==> config.mk <==
export PLATFORM = sky130hd
export DESIGN_NAME = olt_queue
export DESIGN_NICKNAME = d
export VERILOG_FILES = /design/src/order_lifecycle_tracker_top_assert.svh /design/src/olt_pkg.sv /design/src/olt_queue.sv
export SDC_FILE = /design/constraint.sdc
export NUM_CORES = 1
export LEC_CHECK = 0
export BUFFER_PORTS_ARGS = -buffer_cell sky130_fd_sc_hd__buf_2
export CORE_MARGIN = 2
export CORE_UTILIZATION = 40
export DETAILED_ROUTE_END_ITERATION = 16
export PLACE_DENSITY = 0.65
export SLEW_MARGIN = 20
export SYNTH_ARGS = -nofsm -noshare
export SYNTH_HDL_FRONTEND = slang
export SYNTH_SLANG_ARGS = --single-unit
==> constraint.sdc <==
create_clock -name clk -period 16.28 [get_ports clk]
set_input_delay 3.256 -clock clk [delete_from_list [all_inputs] [get_ports clk]]
set_output_delay 3.256 -clock clk [all_outputs]
set_load 0.03 [all_outputs]
==> src/order_lifecycle_tracker_top_assert.svh <==
// ----------------------------------------------------------------------------
// Assertion macros for the order lifecycle tracker
// Short forms for clocked implication checks with synchronous reset masking.
// ----------------------------------------------------------------------------
`ifndef ORDER_LIFECYCLE_TRACKER_TOP_ASSERT_SVH
`define ORDER_LIFECYCLE_TRACKER_TOP_ASSERT_SVH

// Same-cycle implication.
`define OLT_ASSERT_NOW(lbl, ck, rs, ante, cons, msg) \
  lbl: assert property (@(posedge ck) disable iff (rs) (ante) |-> (cons)) \
    else $error(msg);

// Next-cycle implication.
`define OLT_ASSERT_NEXT(lbl, ck, rs, ante, cons, msg) \
  lbl: assert property (@(posedge ck) disable iff (rs) (ante) |=> (cons)) \
    else $error(msg);

`endif

==> src/olt_pkg.sv <==
// ----------------------------------------------------------------------------
// olt_pkg
// Shared types, codes and widths of the order lifecycle tracker.
// ----------------------------------------------------------------------------
package olt_pkg;

  localparam int MAX_ORDERS = 256;
  localparam int QTY_BITS   = 32;
  localparam int PRICE_BITS = 32;
  localparam int ID_BITS    = $clog2(MAX_ORDERS);
  localparam int CNT_BITS   = ID_BITS + 1;
  localparam int QDEPTH     = 2;

  typedef enum logic [2:0] {
    CMD_NEW    = 3'd0,
    CMD_CHANGE = 3'd1,
    CMD_ACK    = 3'd2,
    CMD_FILL   = 3'd3,
    CMD_DISC   = 3'd4
  } cmd_t;

  typedef enum logic [2:0] {
    ST_SENDING   = 3'd0,
    ST_ACKED     = 3'd1,
    ST_PARTIAL   = 3'd2,
    ST_FILLED    = 3'd3,
    ST_CANCELLED = 3'd4,
    ST_FAILED    = 3'd5
  } status_t;

  typedef enum logic [2:0] {
    OP_UNKNOWN   = 3'd0,
    OP_NEW       = 3'd1,
    OP_UPD_QTY   = 3'd2,
    OP_UPD_PRICE = 3'd3,
    OP_CANCEL    = 3'd4
  } op_t;

  // What the back end has to do with a queued transaction
  typedef enum logic [2:0] {
    K_NEW    = 3'd0,
    K_CHANGE = 3'd1,
    K_ACK    = 3'd2,
    K_FILL   = 3'd3,
    K_REPLY  = 3'd4
  } kind_t;

  // Input payload, first field in the lowest bits
  localparam int IN_FIELDS_W = ID_BITS + 1 + PRICE_BITS + QTY_BITS + 1 + 3;
  localparam int IN_W        = ((IN_FIELDS_W + 7) / 8) * 8;
  localparam int IN_PAD      = IN_W - IN_FIELDS_W;

  typedef struct packed {
    logic [IN_PAD-1:0]     pad;
    logic [2:0]            ack_op;
    logic                  accepted;
    logic [QTY_BITS-1:0]   qty;
    logic [PRICE_BITS-1:0] price;
    logic                  side;
    logic [ID_BITS-1:0]    order_id;
  } in_t;

  // Result payload, first field in the lowest bits
  localparam int OUT_FIELDS_W = 1 + ID_BITS + 3 + 3 + QTY_BITS + QTY_BITS + PRICE_BITS + 3;
  localparam int OUT_W        = ((OUT_FIELDS_W + 7) / 8) * 8;
  localparam int OUT_PAD      = OUT_W - OUT_FIELDS_W;

  typedef struct packed {
    logic [OUT_PAD-1:0]    pad;
    logic                  stop_latched;
    logic                  overfill;
    logic                  out_side;
    logic [PRICE_BITS-1:0] out_price;
    logic [QTY_BITS-1:0]   out_filled;
    logic [QTY_BITS-1:0]   out_leave;
    op_t                   out_op;
    status_t               order_status;
    logic [ID_BITS-1:0]    assigned_id;
    logic                  out_ok;
  } res_t;

  // One order table entry as held in RAM
  typedef struct packed {
    status_t               status;
    op_t                   op;
    logic                  side;
    logic [PRICE_BITS-1:0] price;
    logic [QTY_BITS-1:0]   leave;
    logic [QTY_BITS-1:0]   filled;
  } entry_t;

  localparam int ENTRY_W = $bits(entry_t);

  // Classified transaction travelling from front to back
  typedef struct packed {
    kind_t                 kind;
    logic                  ok;
    logic [ID_BITS-1:0]    id;
    logic                  side;
    logic [PRICE_BITS-1:0] price;
    logic [QTY_BITS-1:0]   qty;
    logic                  accepted;
    logic [2:0]            ack_op;
    logic                  stop;
  } qitem_t;

  typedef struct packed {
    logic full;
    logic empty;
  } q_stat_t;

endpackage

==> src/olt_queue.sv <==
// ----------------------------------------------------------------------------
// olt_queue
// Short FIFO of classified transactions between front and back.
// ----------------------------------------------------------------------------
module olt_queue (
  input  logic             clk,
  input  logic             rst,
  input  logic             push,
  input  olt_pkg::qitem_t  push_item,
  input  logic             pop,
  output olt_pkg::qitem_t  head,
  output olt_pkg::q_stat_t stat
);
  import olt_pkg::*;

  localparam int PTR_BITS = (QDEPTH > 1) ? $clog2(QDEPTH) : 1;
  localparam int CNT_W    = $clog2(QDEPTH + 1);

  qitem_t              slots [QDEPTH];
  logic [PTR_BITS-1:0] wr_ptr;
  logic [PTR_BITS-1:0] rd_ptr;
  logic [CNT_W-1:0]    count;

  assign head       = slots[rd_ptr];
  assign stat.full  = count == CNT_W'(QDEPTH);
  assign stat.empty = count == '0;

  always_ff @(posedge clk) begin
    if (push) begin
      slots[wr_ptr] <= push_item;
    end
  end

  always_ff @(posedge clk) begin
    if (rst) begin
      wr_ptr <= '0;
      rd_ptr <= '0;
      count  <= '0;
    end else begin
      if (push) begin
        wr_ptr <= (wr_ptr == PTR_BITS'(QDEPTH - 1)) ? '0 : wr_ptr + 1'b1;
      end
      if (pop) begin
        rd_ptr <= (rd_ptr == PTR_BITS'(QDEPTH - 1)) ? '0 : rd_ptr + 1'b1;
      end
      if (push && !pop) begin
        count <= count + 1'b1;
      end else if (pop && !push) begin
        count <= count - 1'b1;
      end
    end
  end

endmodule

-- After elaboration in Yosys (flattened, before gate mapping)
Memory sizes are Yosys's and may differ from the RTL's. A register that Yosys moved wholly into a read port is not among the register bits.
Cells that the tools add are included.
- add/sub/neg operators: 4
- equal/unequal tests: 1
- multiplexer cells: 8
- reductions and logical operators: 6
- operator list (kind ; count):
    1-bit two-way mux ; 6
    2-bit two-way mux ; 2
    1-bit adder (second input constant) ; 2
    2-bit by 1-bit adder with 2-bit output (second input constant) ; 1
    2-bit equality test (second input constant) ; 1
    1-bit logical AND ; 2
    1-bit logical NOT ; 2
    2-bit logical NOT ; 1
    2-bit nonzero test ; 1
    2-bit by 1-bit subtractor with 2-bit output (second input constant) ; 1
- flip-flop bits (word level): 4
- memory bits (writable): 164
- input port bits: 86
- output and inout bits: 84
- logic and storage cells: 23
- memories: 1
- memory list (name ; depth ; bits a word ; rd ports ; clocked after Yosys merged registers in ; write ports ; line ; text):
    slots ; 2 ; 82 ; 1 ; 1 ; 1 ; olt_queue.sv:19 ; qitem_t slots [QDEPTH];

-- Longest topological paths before layout
- depth after elaboration: 4
- depth in mapped cells: 5
- mapped depth without buffers: 5

-- Worst setup path after synthesis
No wires, ideal clock.
- kind: input to register
- start: in push
- end: mem slots[0][0] (netlist name) (enable)
- library setup time: 0.533 ns
- data arrival time: 6.839 ns
- path slack: 8.908 ns
- stages: 1
- buffers on the path: 0
- cells stage by stage: nor2b_1
- cells in the longest elaborated chain, start to end: 2
- RTL lines (item ; line ; text):
    start: declaration ; olt_queue.sv:8 ; input logic push,
    1-bit two-way mux ; olt_queue.sv:29 ; if (push) begin
    1-bit two-way mux (not written as such) ; olt_queue.sv:30 ; slots[wr_ptr] <= push_item;
    end: declaration ; olt_queue.sv:19 ;
Every way passes these cells.

==> flow_metrics.py <==
metrics = {
    "outcome": {
        "status": "finished clean",
    },
    "synth": {
        "ys_warn_count": 0,
        "yosys.area.top_type": "edfxtp_1",
        "async_reset_ff_share_pct": 0,
        "synth-edff-count": 164,
        "ys_seq_area_share_pct": 81.7,
        "synth_top_area_share_pct": 80.0,
        "syn_area_mm2": 0.00615,
        "syn-instance-count": 277,
        "synth.area.top_cells": "edfxtp_1 80%, mux2_2 15%, dfxtp_1 1.6%",
        "ys_ff_latch": 169,
        "synthDistinctLibCells": 16,
        "avgSynthCellArea_um2": 22.2,
        "syn_nets": 364,
        "synth_commonest_cells": "164 x edfxtp_1, 82 x mux2_2, 8 x buf_6",
        "synth.most_common_cell": "edfxtp_1",
        "ys.flop_type": "edfxtp_1",
    },
    "worst_hold_path": {
        "worstHoldPathCells": 2,
        "hp-start": "count[1]",
        "min-delay-path-class": "register to register",
        "whs_endpoint": "count[1]",
    },
    "finish": {
        "num_antenna_cells": 0,
        "instances_no_fill": 659,
        "fillCellCount": 1263,
        "drive_gt1_share_pct": 59.9,
        "nets": 546,
        "syn_to_final_growth_pct": 25.3,
    },
    "die": {
        "ios": 170,
        "die_area_mm2": 0.0164,
        "fp.dieH_um": 128,
        "coreArea_mm2": 0.0151,
        "initial_core_util_pct": 40.8,
        "rows": 45,
        "die_w_um": 128,
    },
    "timing": {
        "rsz0062_at_grt": "false",
        "timing.final.crit_share_pct": 32.5,
        "fmax_mhz": 189,
        "finalCriticalPeriod_ns": 5.28,
        "setup_violations": 0,
        "worst_pin_slew_ns": 0.855,
        "hold_viol": 0,
        "clock_skew_ns": 0.00541,
        "drv_slew": 0,
        "slew_headroom_pct": 42.9,
        "setup_tns_ns": 0,
    },
    "detailed_routing": {
        "route.met3.wl_um": 627,
        "top_layer": "met4",
        "drc": 0,
        "first_pass_iters": 4,
        "routedWlPerCell_um": 16.3,
        "drt_iter0_markers": 149,
        "wl_met1_um": 4620,
        "vias_per_cell": 4.69,
        "wl_um": 10800,
        "num_vias": 3093,
        "drtAntennaViolNets": 0,
        "met2WireLength_um": 5380,
    },
    "setup_path": {
        "cp.depth": 3,
        "crit_fanout": 45,
        "cp.arrival_ns": 2.03,
        "cp_cell_sequence": "buf_16 > mux2_2 > buf_2",
        "crit_buf_inv": 2,
        "r2r_cells": 2,
        "start_kind": "register",
        "r2r-end": "slots[0][68]",
        "end_kind": "primary output",
        "worstSetupPathType": "register to primary output",
        "r2r_start": "wr_ptr",
        "cp_slowest_cell": "dfxtp_4",
        "r2r_setup_slack_ns": 14.11,
        "cp.required_ns": 13.02,
        "crit_family": "flip-flops",
        "slowest_delay_ns": 0.70,
    },
    "power_and_ir_drop": {
        "p_per_area_mw_per_mm2": 129,
        "peakVddDrop_mv": 0.0727,
        "leakage_nw": 2.88,
    },
    "global_route": {
        "grt_pass1_wl_um": 16400,
        "grt_antenna_before_repair": 1,
        "grt_max_degree": 83,
        "grt_pass1_vias": 3344,
        "grt_overflow": 0,
        "grt.total_usage_pct": 13.3,
    },
    "clocking": {
        "h-tree-depth": 4,
        "cts_root_buf": "clkbuf_16",
        "cts-buffers-inserted": 17,
        "cts.sinks": 169,
        "post-cts-setup-buffer-count": 0,
        "clock_path_buffers": 2,
        "cts_resized": 0,
        "cts_tree": "yes",
        "clkLatencyLatePin_ns": 0.40,
        "ctsHoldBuffers": 0,
        "clk_pin_slew_worst_paths_ns": 0.06,
    },
    "place": {
        "io_buffers": 169,
        "gp_congestion": 0.663,
        "dp_hpwl_um": 6670,
        "dp_cells": 627,
    },
    "job": {
        "maxCapViolCount": 0,
    },
}
## stage by stage
step	utilization (%)	instance area [um2]	hold WS, ns	power (mW)	setup WS, ns
floorplan	-	6150	0.461	0.622	8.91
global placement	47.4	7160	0.479	0.660	10.92
detailed placement	47.6	7190	0.501	0.664	10.90
CTS	50.9	7680	0.513	1.01	10.78
global route	51.1	7710	0.559	1.04	10.89
finish	51.1	7710	0.515	0.997	11.00
## sequential cells by signal, indices dropped and copies added, names as in the netlist, named ones only
register  cells
count         2
wr_ptr        1
slots       164
rd_ptr        1
## logic make-up (layout without fill, tap and decap cells)
| group | Yosys count | in the layout | share of synthesized area, % |
|---|---|---|---|
| adder cells (fa/ha/maj) | 1 | 1 | 0.203 |
| multiplexers | 82 | 82 | 15.0 |
| AND/OR/NAND/NOR | 9 | 9 | 0.753 |
| AO/OA/AOI/OAI | 2 | 2 | 0.163 |
| XOR/XNOR | 4 | 4 | 0.569 |
| flip-flops | 169 | 169 | 81.7 |
| buffers and inverters | 10 | 204 | 1.65 |
## layout make-up
cell class,instances,area (um2),share of cell area (%)
clock inverter,8,51.3,0.665
timing repair buffer,172,908,11.8
tap,188,235,3.05
sequential,169,5030,65.2
multi-input combinational,98,1040,13.4
clock buffer,23,448,5.81
inverter,1,3.75,0.0487
## placed cells by master, fill, tap and decap left out, types with 2 or more instances in the layout
| cell | count |
|---|---|
| clkinvlp_4 | 2 |
| mux2_2 | 82 |
| buf_16 | 2 |
| buf_2 | 169 |
| dfxtp_1 | 4 |
| clkinv_2 | 3 |
| xnor2_1 | 2 |
| edfxtp_1 | 164 |
| xor2_1 | 2 |
| nor2_1 | 5 |
| clkinv_4 | 2 |
| clkbuf_16 | 17 |
| clkbuf_1 | 6 |
## how the worst max path moves through the flow
stage / start / endpoint / slack (ns)
5_1_grt: register / head[66] / 10.89
2_1_floorplan: push / slots[0][0] / 8.91
3_3_place_gp: push / slots[0][59] / 10.92
6_report: register / head[66] / 11.00
3_5_place_dp: push / slots[0][80] / 10.90
4_1_cts: register / head[79] / 10.78
## tightest hold or removal path: stages (launching register included)
cell,delay (ns)
dfxtp_1,0.33
o21ai_0,0.08
a21oi_1,0.06
## report_power, final
| group | switching (mW) | total, mW | internal (mW) |
|---|---|---|---|
| combinational | 0.0864 | 0.136 | 0.0494 |
| sequential | 0.00972 | 0.517 | 0.508 |
| clock | 0.150 | 0.344 | 0.193 |
| total | 0.246 | 0.997 | 0.750 |
## per-layer routing
layer	GRT usage, %	up-vias
met5	0	-
met2	22.5	101
met1	15.8	1529
li1	-	1454
met4	5.62	0
met3	4.26	9
(Power assumes the default switching activity.)
