**config.mk**
```make
export PLATFORM = sky130hd
export DESIGN_NAME = olt_front
export DESIGN_NICKNAME = d
export VERILOG_FILES = /design/src/order_lifecycle_tracker_top_assert.svh /design/src/olt_pkg.sv /design/src/olt_front.sv
export SDC_FILE = /design/constraint.sdc
export NUM_CORES = 1
export LEC_CHECK = 0
export ABC_CLOCK_PERIOD_IN_PS = 2800
export BUFFER_PORTS_ARGS = -buffer_cell sky130_fd_sc_hd__buf_4
export CAP_MARGIN = 20
export CORE_UTILIZATION = 34
export DETAILED_ROUTE_END_ITERATION = 8
export GPL_ROUTABILITY_DRIVEN = 0
export GPL_TIMING_DRIVEN = 0
export PLACE_DENSITY = 0.86
export SLEW_MARGIN = 20
export SYNTH_ARGS = -nofsm -noshare
export SYNTH_HDL_FRONTEND = slang
export SYNTH_SLANG_ARGS = --single-unit
```
**constraint.sdc**
```tcl
create_clock -name clk -period 2.8 [get_ports clk]
set_clock_uncertainty 0.15 [all_clocks]
set_input_delay 0.7 -clock clk [delete_from_list [all_inputs] [get_ports clk]]
set_output_delay 0.7 -clock clk [all_outputs]
set_load 0.05 [all_outputs]
```
**src/order_lifecycle_tracker_top_assert.svh**
```systemverilog
// ----------------------------------------------------------------------------
// Assertion macros for the order lifecycle tracker
// Short forms for clocked implication checks with synchronous reset masking.
// ----------------------------------------------------------------------------
`ifndef ORDER_LIFECYCLE_TRACKER_TOP_ASSERT_SVH
`define ORDER_LIFECYCLE_TRACKER_TOP_ASSERT_SVH

// Same-cycle implication.
`define OLT_ASSERT_NOW(lbl, ck, rs, ante, cons, msg) \
  lbl: assert property (@(posedge ck) disable iff (rs) (ante) |-> (cons)) \
    else $error(msg);

// Next-cycle implication.
`define OLT_ASSERT_NEXT(lbl, ck, rs, ante, cons, msg) \
  lbl: assert property (@(posedge ck) disable iff (rs) (ante) |=> (cons)) \
    else $error(msg);

`endif

```
**src/olt_pkg.sv**
```systemverilog
// ----------------------------------------------------------------------------
// olt_pkg
// Shared types, codes and widths of the order lifecycle tracker.
// ----------------------------------------------------------------------------
package olt_pkg;

  localparam int MAX_ORDERS = 256;
  localparam int QTY_BITS   = 32;
  localparam int PRICE_BITS = 32;
  localparam int ID_BITS    = $clog2(MAX_ORDERS);
  localparam int CNT_BITS   = ID_BITS + 1;
  localparam int QDEPTH     = 2;

  typedef enum logic [2:0] {
    CMD_NEW    = 3'd0,
    CMD_CHANGE = 3'd1,
    CMD_ACK    = 3'd2,
    CMD_FILL   = 3'd3,
    CMD_DISC   = 3'd4
  } cmd_t;

  typedef enum logic [2:0] {
    ST_SENDING   = 3'd0,
    ST_ACKED     = 3'd1,
    ST_PARTIAL   = 3'd2,
    ST_FILLED    = 3'd3,
    ST_CANCELLED = 3'd4,
    ST_FAILED    = 3'd5
  } status_t;

  typedef enum logic [2:0] {
    OP_UNKNOWN   = 3'd0,
    OP_NEW       = 3'd1,
    OP_UPD_QTY   = 3'd2,
    OP_UPD_PRICE = 3'd3,
    OP_CANCEL    = 3'd4
  } op_t;

  // What the back end has to do with a queued transaction
  typedef enum logic [2:0] {
    K_NEW    = 3'd0,
    K_CHANGE = 3'd1,
    K_ACK    = 3'd2,
    K_FILL   = 3'd3,
    K_REPLY  = 3'd4
  } kind_t;

  // Input payload, first field in the lowest bits
  localparam int IN_FIELDS_W = ID_BITS + 1 + PRICE_BITS + QTY_BITS + 1 + 3;
  localparam int IN_W        = ((IN_FIELDS_W + 7) / 8) * 8;
  localparam int IN_PAD      = IN_W - IN_FIELDS_W;

  typedef struct packed {
    logic [IN_PAD-1:0]     pad;
    logic [2:0]            ack_op;
    logic                  accepted;
    logic [QTY_BITS-1:0]   qty;
    logic [PRICE_BITS-1:0] price;
    logic                  side;
    logic [ID_BITS-1:0]    order_id;
  } in_t;

  // Result payload, first field in the lowest bits
  localparam int OUT_FIELDS_W = 1 + ID_BITS + 3 + 3 + QTY_BITS + QTY_BITS + PRICE_BITS + 3;
  localparam int OUT_W        = ((OUT_FIELDS_W + 7) / 8) * 8;
  localparam int OUT_PAD      = OUT_W - OUT_FIELDS_W;

  typedef struct packed {
    logic [OUT_PAD-1:0]    pad;
    logic                  stop_latched;
    logic                  overfill;
    logic                  out_side;
    logic [PRICE_BITS-1:0] out_price;
    logic [QTY_BITS-1:0]   out_filled;
    logic [QTY_BITS-1:0]   out_leave;
    op_t                   out_op;
    status_t               order_status;
    logic [ID_BITS-1:0]    assigned_id;
    logic                  out_ok;
  } res_t;

  // One order table entry as held in RAM
  typedef struct packed {
    status_t               status;
    op_t                   op;
    logic                  side;
    logic [PRICE_BITS-1:0] price;
    logic [QTY_BITS-1:0]   leave;
    logic [QTY_BITS-1:0]   filled;
  } entry_t;

  localparam int ENTRY_W = $bits(entry_t);

  // Classified transaction travelling from front to back
  typedef struct packed {
    kind_t                 kind;
    logic                  ok;
    logic [ID_BITS-1:0]    id;
    logic                  side;
    logic [PRICE_BITS-1:0] price;
    logic [QTY_BITS-1:0]   qty;
    logic                  accepted;
    logic [2:0]            ack_op;
    logic                  stop;
  } qitem_t;

  typedef struct packed {
    logic full;
    logic empty;
  } q_stat_t;

endpackage

```
**src/olt_front.sv**
```systemverilog
// ----------------------------------------------------------------------------
// olt_front
// Accepts events, allocates ids, tracks known ids and the stop flag.
// ----------------------------------------------------------------------------
module olt_front (
  input  logic             clk,
  input  logic             rst,
  input  logic             s_tvalid,
  output logic             s_tready,
  input  logic [olt_pkg::IN_W-1:0] s_tdata,
  input  logic [2:0]       s_tuser,
  input  olt_pkg::q_stat_t q_stat,
  output logic             q_push,
  output olt_pkg::qitem_t  q_item
);
  import olt_pkg::*;

  logic [CNT_BITS-1:0] next_id;
  logic [CNT_BITS-1:0] next_id_next;
  logic                stop_flag;
  logic                stop_flag_next;
  in_t                 din;
  logic                known;
  logic                table_full;

  assign din        = in_t'(s_tdata);
  assign s_tready   = !q_stat.full;
  assign q_push     = s_tvalid && s_tready;
  assign known      = {1'b0, din.order_id} < next_id;
  assign table_full = next_id == CNT_BITS'(MAX_ORDERS);

  always_comb begin
    next_id_next   = next_id;
    stop_flag_next = stop_flag;
    q_item          = '0;
    q_item.kind     = K_REPLY;
    q_item.side     = din.side;
    q_item.price    = din.price;
    q_item.qty      = din.qty;
    q_item.accepted = din.accepted;
    q_item.ack_op   = din.ack_op;
    unique case (cmd_t'(s_tuser))
      CMD_NEW: begin
        if (!table_full) begin
          q_item.kind  = K_NEW;
          q_item.ok    = 1'b1;
          q_item.id    = next_id[ID_BITS-1:0];
          next_id_next = next_id + 1'b1;
        end
      end
      CMD_CHANGE: begin
        q_item.id = din.order_id;
        if (known) begin
          q_item.kind = K_CHANGE;
          q_item.ok   = 1'b1;
        end
      end
      CMD_ACK, CMD_FILL: begin
        q_item.id = din.order_id;
        if (known) begin
          q_item.kind = (cmd_t'(s_tuser) == CMD_ACK) ? K_ACK : K_FILL;
          q_item.ok   = 1'b1;
        end else begin
          stop_flag_next = 1'b1;
        end
      end
      CMD_DISC: begin
        q_item.ok      = 1'b1;
        stop_flag_next = 1'b1;
      end
      default: begin
        q_item.ok = 1'b0;
      end
    endcase
    q_item.stop = stop_flag_next;
  end

  always_ff @(posedge clk) begin
    if (rst) begin
      next_id   <= '0;
      stop_flag <= 1'b0;
    end else if (q_push) begin
      next_id   <= next_id_next;
      stop_flag <= stop_flag_next;
    end
  end

endmodule

```
Word level (Yosys, flattened, before mapping)
Cells that the tools add are included.
{"block": "word_totals", "reg_bits": 10}
{"block": "op_classes", "bitwise": 1, "addsub": 1, "n_reduce_logical": 6, "n_lt_le_gt_ge": 1, "mux": 9, "n_eq_ne": 5}
{"cell": "$pmux 8 s2", "n": 1}
{"cell": "$mux 12", "n": 1}
{"cell": "$add 9x1->9 const B", "n": 1}
{"cell": "$eq 9x9->1 const B", "n": 1}
{"cell": "$lt 8x9->1", "n": 1}
{"cell": "$pmux 3 s3", "n": 1}
{"cell": "$mux 4", "n": 2}
{"cell": "$eq 3x2->1 const B", "n": 2}
{"cell": "$pmux 1 s4", "n": 1}
{"cell": "$eq 3x1->1 const B", "n": 1}
{"cell": "$eq 3x3->1 const B", "n": 1}
{"cell": "$logic_not 3->1", "n": 1}
{"cell": "$reduce_and 3->1", "n": 1}
{"cell": "$reduce_or 3->1", "n": 1}
{"cell": "$mux 1", "n": 2}
{"cell": "$pmux 1 s2", "n": 1}
{"cell": "$reduce_or 2->1", "n": 1}
{"cell": "$logic_and 1x1->1", "n": 1}
{"cell": "$logic_not 1->1", "n": 1}
{"cell": "$not 1->1", "n": 1}

Logic depth before layout (Yosys ltp)
{"block": "depth", "ltp_word": 4, "depth_mapped": 7, "ltp_nobuf": 6}

Worst setup path before layout
No wires, ideal clock.
{"block": "synth_timing", "path_type": "input to output", "from": "in s_tdata[2] in the netlist's numbering", "to": "out q_item[81] in the netlist's numbering", "cell_stages": 5, "required_time_ns": 1.950, "slack_ns": -0.231, "arrival_ns": 2.181, "cell_sequence": "ha_1 > nand2_1 > o211ai_1 > a311oi_1 > a21oi_1"}
{"element": "start: declaration", "line": "olt_front.sv:10", "rtl": "input logic [olt_pkg::IN_W-1:0] s_tdata,"}
{"element": "end: declaration", "line": "olt_front.sv:14", "rtl": "output olt_pkg::qitem_t q_item"}

==> results.tsv <==
stage	metric	value	unit
run_status	status	finished, violations left	
run_status	violations	setup timing	
floorplanning	start_util	0.357	
worst_setup_path	endpoint	q_item[78]	
cells_and_area	area_growth	69.7	%
worst_setup_path	crit_top_cell	buf_4	
timing	rsz0062_at_grt	true	
detailed_routing	ant_nets	0	
power_and_ir_drop	power_density	325	nW/um2
worst_setup_path	crit_path_start_kind	input pin	
logic_synthesis	ys_async_sr_fraction	0	
timing	period_share	1.07	
timing	setup_viol	5	
cts	clock-sinks	10	
cts	cts_max_level	1	
detailed_routing	vias	1617	
logic_synthesis	avgSynthCellArea	7.70	um2
timing	hold_viol	0	
power_and_ir_drop	p_sw_frac	0.463	
floorplanning	dieArea	4520	um2
timing	report.final.slew_viol_count	0	
logic_synthesis	syn_nets	285	
cts	clk_pin_slew	0.05	ns
power_and_ir_drop	clockPowerShare	0.186	
worst_setup_path	cp_max_fo	4	
floorplanning	die_h	67.3	um
worst_setup_path	worstPathArrival	2.14	ns
cts	numCtsBuffers	3	
detailed_routing	firstDrtPassIters	4	
floorplanning	rows	23	
global_routing	grt_use_total	0.167	
cts	ctsLongestPathBuffers	2	
logic_synthesis	synth_seq_cells	10	
power_and_ir_drop	vdd_drop_max	0.167	mV
cells_and_area	final_nets	390	
logic_synthesis	synth_edf_count	0	
cells_and_area	fin_util	0.605	
global_routing	gr-total-overflow	0	
cells_and_area	antenna_cells	0	
floorplanning	pin_count	172	
logic_synthesis	synth_area	1450	um2
floorplanning	die_w	67.3	um
cells_and_area	final_common_cell	buf_4	
detailed_routing	avgRoutedWirePerCell	12.6	um
timing	fmax	334	MHz
worst_setup_path	timing.rr.start	next_id[1]	
detailed_routing	totalWireLength	4290	um
flow_run	cap_violations	0	
logic_synthesis	synth_cell_types	40	
timing	max_slew_margin	0.591	
cts	cts_tree	done	
detailed_routing	drc	0	
detailed_routing	via_per_inst	4.74	
worst_setup_path	end_kind	output port	
logic_synthesis	ys_warn_count	0	
timing	worst_slack	-0.191	ns
logic_synthesis	netlist_instances	188	
global_routing	grt_pass1_vias	1339	
worst_setup_path	slowest_delay	0.31	ns
worst_setup_path	cp_slowest_cell	o211ai_1	
cts	ctsHoldBuffers	0	
cts	clk_latency	0.24	ns
hold_path	hp-class	reg2reg	
power_and_ir_drop	sequentialPowerShare	0.179	
worst_setup_path	r2r_slack	0.60	ns
timing	fin_crit	2.99	ns
timing	fin_tns_setup	-0.646	ns
worst_setup_path	cp_cell_sequence	buf_4 -> ha_1 -> nand2_1 -> o211ai_1 -> a311oi_2 -> buf_4 -> a21o_2 -> buf_8	
power_and_ir_drop	comb_power_share	0.635	
power_and_ir_drop	internal_power	0.428	mW
power_and_ir_drop	p_switching	0.369	mW
global_routing	antenna_found_initial	0	
worst_setup_path	crit_required	1.95	ns
cells_and_area	layout-drive-gt1-share	0.715	
worst_setup_path	reg2reg_to	next_id[3]	
timing	worst_slew_pin_slew	0.612	ns
cts	cts-root-buf	clkbuf_8	
cells_and_area	n_fill_cell	361	
logic_synthesis	synth_top_flop_cell	dfxtp_1	
global_routing	grt_pass1_wl	5780	um
floorplanning	coreArea	4060	um2
detailed_routing	drtIter0Drc	86	
place	portBuffers	98	
global_routing	grt_max_degree	11	
place	dp_hpwl	3310	um
worst_setup_path	reg2reg_depth	6	
worst_setup_path	crit_type	in2out	
worst_setup_path	crit_start	s_tdata[1]	
cells_and_area	final_cell_mix	buf_4 (162), nand2_1 (17), a21oi_1 (11)	
logic_synthesis	synth-seq-area-share	0.138	
timing	holdWs	0.378	ns
power_and_ir_drop	p_leak	1.20	nW
[cells in the mapped netlist, types with 2 or more instances]
library cell / n / area share
nor3_1: 2 / 0.0069
a21oi_1: 12 / 0.041
ha_1: 9 / 0.078
dfxtp_1: 10 / 0.14
o21ai_0: 3 / 0.010
nor2b_1: 3 / 0.013
a21o_1: 3 / 0.016
a211oi_1: 5 / 0.026
inv_1: 10 / 0.026
buf_4: 70 / 0.36
a31o_2: 2 / 0.012
nand3_1: 3 / 0.010
clkbuf_1: 2 / 0.0052
nand2_1: 17 / 0.044
nand4_1: 4 / 0.017
nor2_1: 9 / 0.023
[power groups by stage]
| stage | clock network (mW) | registers, mW | logic [mW] |
|---|---|---|---|
| 2_1_floorplan | 0 | 0.147 | 0.356 |
| 3_3_place_gp | 0 | 0.147 | 0.478 |
| 3_5_place_dp | 0 | 0.147 | 0.484 |
| 4_1_cts | 0.149 | 0.144 | 0.500 |
| 5_1_grt | 0.156 | 0.143 | 0.530 |
| 6_report | 0.148 | 0.143 | 0.506 |
[cells by family after synthesis]
family,Yosys count,synth area share
buf+inv,83,0.404
simple gates,49,0.185
compound gates,34,0.175
flops,10,0.138
fa+ha+maj,9,0.0778
mux,2,0.0147
xor+xnor,1,0.00605
[area by class of cell]
class | instances | area [um2] | share of cell area
multi-input combinational | 95 | 753 | 0.307
sequential | 10 | 213 | 0.0866
timing repair buffer | 101 | 807 | 0.329
tap | 50 | 62.6 | 0.0255
clock buffer | 3 | 41.3 | 0.0168
buffer | 72 | 542 | 0.221
inverter | 10 | 37.5 | 0.0153
[critical path: cells and delay by family]
family          cells  cell delay (ns)
compound gates      3             0.69
fa+ha+maj           1             0.26
buf+inv             3             0.45
simple gates        1             0.04
[flip-flops by register name, summed over array words and instances (netlist names)]
name,cells
next_id,9
stop_flag,1
[worst min-delay path by stage]
stage,startpoint,endpoint,slack (ns),depth (start not counted)
after detailed placement,stop_flag,stop_flag,0.35,2
final,next_id[4],next_id[4],0.38,2
after global placement,stop_flag,stop_flag,0.35,2
after global routing,next_id[4],next_id[5],0.42,2
after floorplan,stop_flag,stop_flag,0.33,2
after CTS,stop_flag,stop_flag,0.36,2
[metrics by stage]
step	power [mW]	setup slack [ns]	instance area, um2	cells
2_1_floorplan	0.503	-0.0389	1470	188
3_3_place_gp	0.625	-0.361	2260	336
3_5_place_dp	0.630	-0.392	2260	336
4_1_cts	0.793	-0.183	2390	342
5_1_grt	0.829	-0.232	2460	341
6_report	0.797	-0.191	2460	341
[layer usage]
layer	GRT usage	share of wire
met1	0.174	0.33
met2	0.329	0.56
met3	0.0541	0.11
met4	0.0186	0.0028
met5	0	0
[what timing repair did]
item | in CTS | in global routing
pin swaps | 8 | 7
gates resized for setup | 14 | 24
setup endpoints to repair | 7 | 8
buffers inserted | 3 | 1
(Power assumes the default switching activity.)
